**src/sv/rbfta_ram.sv**
```systemverilog
// Generic single-port-write, single-port-read RAM with a registered read-first output.
module rbfta_ram #(
  parameter int WIDTH = 32,
  parameter int DEPTH = 2
) (
  input  logic                                  clk,
  input  logic                                  wr_en,
  input  logic [(DEPTH > 1 ? $clog2(DEPTH) : 1)-1:0] wr_addr,
  input  logic [WIDTH-1:0]                      wr_data,
  input  logic                                  rd_en,
  input  logic [(DEPTH > 1 ? $clog2(DEPTH) : 1)-1:0] rd_addr,
  output logic [WIDTH-1:0]                      rd_data
);

  logic [WIDTH-1:0] mem_r [DEPTH];
  logic [WIDTH-1:0] rd_data_r;

  // Read old contents on a same-address write
  always_ff @(posedge clk) begin
    if (rd_en) begin
      rd_data_r <= mem_r[rd_addr];
    end
    if (wr_en) begin
      mem_r[wr_addr] <= wr_data;
    end
  end

  assign rd_data = rd_data_r;

endmodule

```
**config.mk**
```make
export PLATFORM = sky130hd
export DESIGN_NAME = rbfta_ram
export DESIGN_NICKNAME = d
export VERILOG_FILES = /design/src/sv/rbfta_ram.sv
export SDC_FILE = /design/constraint.sdc
export NUM_CORES = 1
export LEC_CHECK = 0
export BUFFER_PORTS_ARGS = -buffer_cell sky130_fd_sc_hd__buf_2
export CAP_MARGIN = 40
export CORE_ASPECT_RATIO = 0.5
export CORE_UTILIZATION = 26
export CTS_CLUSTER_DIAMETER = 80
export CTS_CLUSTER_SIZE = 30
export DETAILED_ROUTE_END_ITERATION = 12
export PLACE_DENSITY = 0.5
export SYNTH_ARGS = -nofsm -noshare
export SYNTH_HDL_FRONTEND = slang
export SYNTH_SLANG_ARGS = --single-unit
```
**constraint.sdc**
```tcl
create_clock -name clk -period 2.4 [get_ports clk]
set_clock_uncertainty 0.15 [all_clocks]
set_input_delay 0.12 -clock clk [delete_from_list [all_inputs] [get_ports clk]]
set_output_delay 0.12 -clock clk [all_outputs]
set_load 0.01 [all_outputs]
```
==> results.md <==
- First drt pass iteration count: 4
- Most common cell in the netlist: edfxtp_1
- Max-slew violation count: 0
- Num Clock Sinks: 96
- Slew Limit Headroom: between 40% and 50%
- Placed inst area: between 3000 and 4000 sq um
- Kind of end point of the critical path: register
- Max IR drop VDD: about 0.0004 V
- Critical path class: in -> reg
- Power Density: a little over 800 nW/um^2
- Nature of the critical path startpoint: input pin
- GPL Wtd Cong: roughly 0.65
- CTS tree: yes
- Starting DRT DRC Count: 31
- Post-layout net count: 280
- Core Area: ~13000 sq um
- Max Buffers Root-to-Sink: 2
- Unique masters post-synth: 7
- Row count: 29
- Cell Int Power: between 2 and 3 mW
- Gr ovfl total: 0
- Synth async-reset ratio: 0%
- WL/cell: roughly 13 um
- Cell area after synthesis: ~3400 sq um
- Combinational share of power: under 10%
- Layout Utilization: about 36%
- Worst skew pair latency: 330 ps
- Vias in the first global route: about 1700
- Crit path max fanout: 32
- Syn Area/Cell: 25.7 sq um
- Die Width: roughly 160 um
- H-tree depth: 3
- # IOs: a little under 70
- Vias/cell: ~3.7
- Die area: about 14000 sq um
- Syn_nets: 171
- Leakage: between 1.5 and 2 nW
- Slew @ Worst Pin: roughly 780 ps
- Worst-path clk slew: 70 ps
- CTS Root Cell: clkbuf_16
- Area Growth Syn to Fin: 33.1%
- Post CTS Setup Buffer Count: 0
- RSZ-0062 raised after global routing: no
- Post-route minimum period: 1150 ps
- Remaining DRCs: 0
- Setup-failing EPs final: 0
- Drt total wl: roughly 5300 um
- Sw frac: roughly a fifth
- Clock group share of total power: 38.9%
- Top cells by area, synth: edfxtp_1, mux2_4, buf_12
- Synth Flop Type: edfxtp_1
- Max Cap Viol: 0
- Initial core utilization: 26.9%
- Initial antenna violation count: 0
- Die Span Y: about 83 um
- Reg power frac: approximately 54%
- Post-synth top cells: edfxtp_1, mux2_4, buf_12, mux2_2
- Diode count: 0
- #FFs+latches synth: 96
- Count of flip-flops with a built-in enable after synthesis: 96
- All-layer global routing usage: ~8.4%
- Req. time, crit path: between 2000 and 2500 ps
- Post-route cell area: 4580 sq um
- Sw power: 0.764 mW
- Synthesized instance count: between 100 and 150
- First-pass GRT wire length: roughly 8500 um
- Fin Setup TNS: 0 ps
- PortBufs: 68
- Worst EP arrival: 1080 ps
- Post_cts resized: 0
- Seq/Total Area, Yosys: a little over four fifths
- Share of cells above drive strength 1: around half
- Routed Antenna Nets: 0
- Hold Crit Class: in -> reg
- CTS Buf Count: 9
- Synth top area share: between 80% and 90%
- Fmax: ~870 MHz
- Final hold vios: 0
- Status: finished clean
- Largest net degree at the start of global routing: 33
- DR vias: roughly 1500
- Hold_ws: 261 ps
- Area leader, netlist: edfxtp_1
- Period utilization: ~48%
- Overall power: ~3.7 mW
- Total number of yosys warnings: 0
[stage by stage]
stage | setup WS, ps | std cells
finish | 1250 | 418
global route | 1200 | 418
CTS | 1230 | 418
detailed placement | 889 | 370
global placement | 898 | 370
floorplan | 252 | 134
[power by group through the flow]
| stage | clock (mW) | combinational, mW | sequential, mW |
|---|---|---|---|
| CTS | 1.49 | 0.277 | 2.01 |
| finish | 1.45 | 0.270 | 2.01 |
| floorplan | 0 | 0.117 | 2.06 |
| global placement | 0 | 0.228 | 2.04 |
| detailed placement | 0 | 0.235 | 2.05 |
| global route | 1.55 | 0.291 | 2.02 |
[worst max-delay path: stages]
cell,delay [ps]
buf_2,80
buf_4,480
mux2_2,390
[kinds of logic (layout without fill, tap and decap cells)]
logic type	Yosys count	in the layout	synth area share, %
flops	96	96	83.8
mux	32	32	13.8
buf+inv	4	118	2.07
simple gates	2	2	0.364
[worst paths after layout]
check	startpoint	to	slack [ps]	depth (start not counted)
max reg2reg	mem_r[0][1]	rd_data[1]	1340	1
min	wr_addr	mem_r[0][18]	260	3
max	rd_addr	rd_data[30]	1250	3
min reg2reg	mem_r[0][4]	rd_data[4]	400	1
[per-layer routing]
metal	global-route usage (%)	part of all wire, %	vias up
met5	0	0	-
met4	3.50	1.1	0
met3	3.05	3.7	6
met2	15.9	58	25
met1	8.16	38	748
li1	-	-	753
[state kept, by name, indices dropped and copies added (netlist names)]
signal,flops
mem_r,64
rd_data,32
[cell usage in the layout (no fill, tap or decap)]
master,instances
clkinv_4,2
mux2_4,30
buf_2,68
clkinvlp_4,1
buf_4,2
inv_8,3
nor2b_4,1
dlygate4sd3_1,32
edfxtp_1,96
clkbuf_16,9
mux2_2,2
bufinv_16,1
and2_2,1
[area by class of cell]
type                       count  area (sq um)
timing repair buffer         102           676
multi-input combinational     34           494
clock buffer                   9           225
clock inverter                 7          88.8
sequential                    96          2880
tap                          170           213
fill                        1210          8190
[what timing repair did]
item                                   4_1_cts  5_1_grt
hold buffers                                32        0
setup endpoints to repair                    0        0
endpoints found under the hold margin       64        0
No activity file was read; power rests on OpenSTA's default activity.
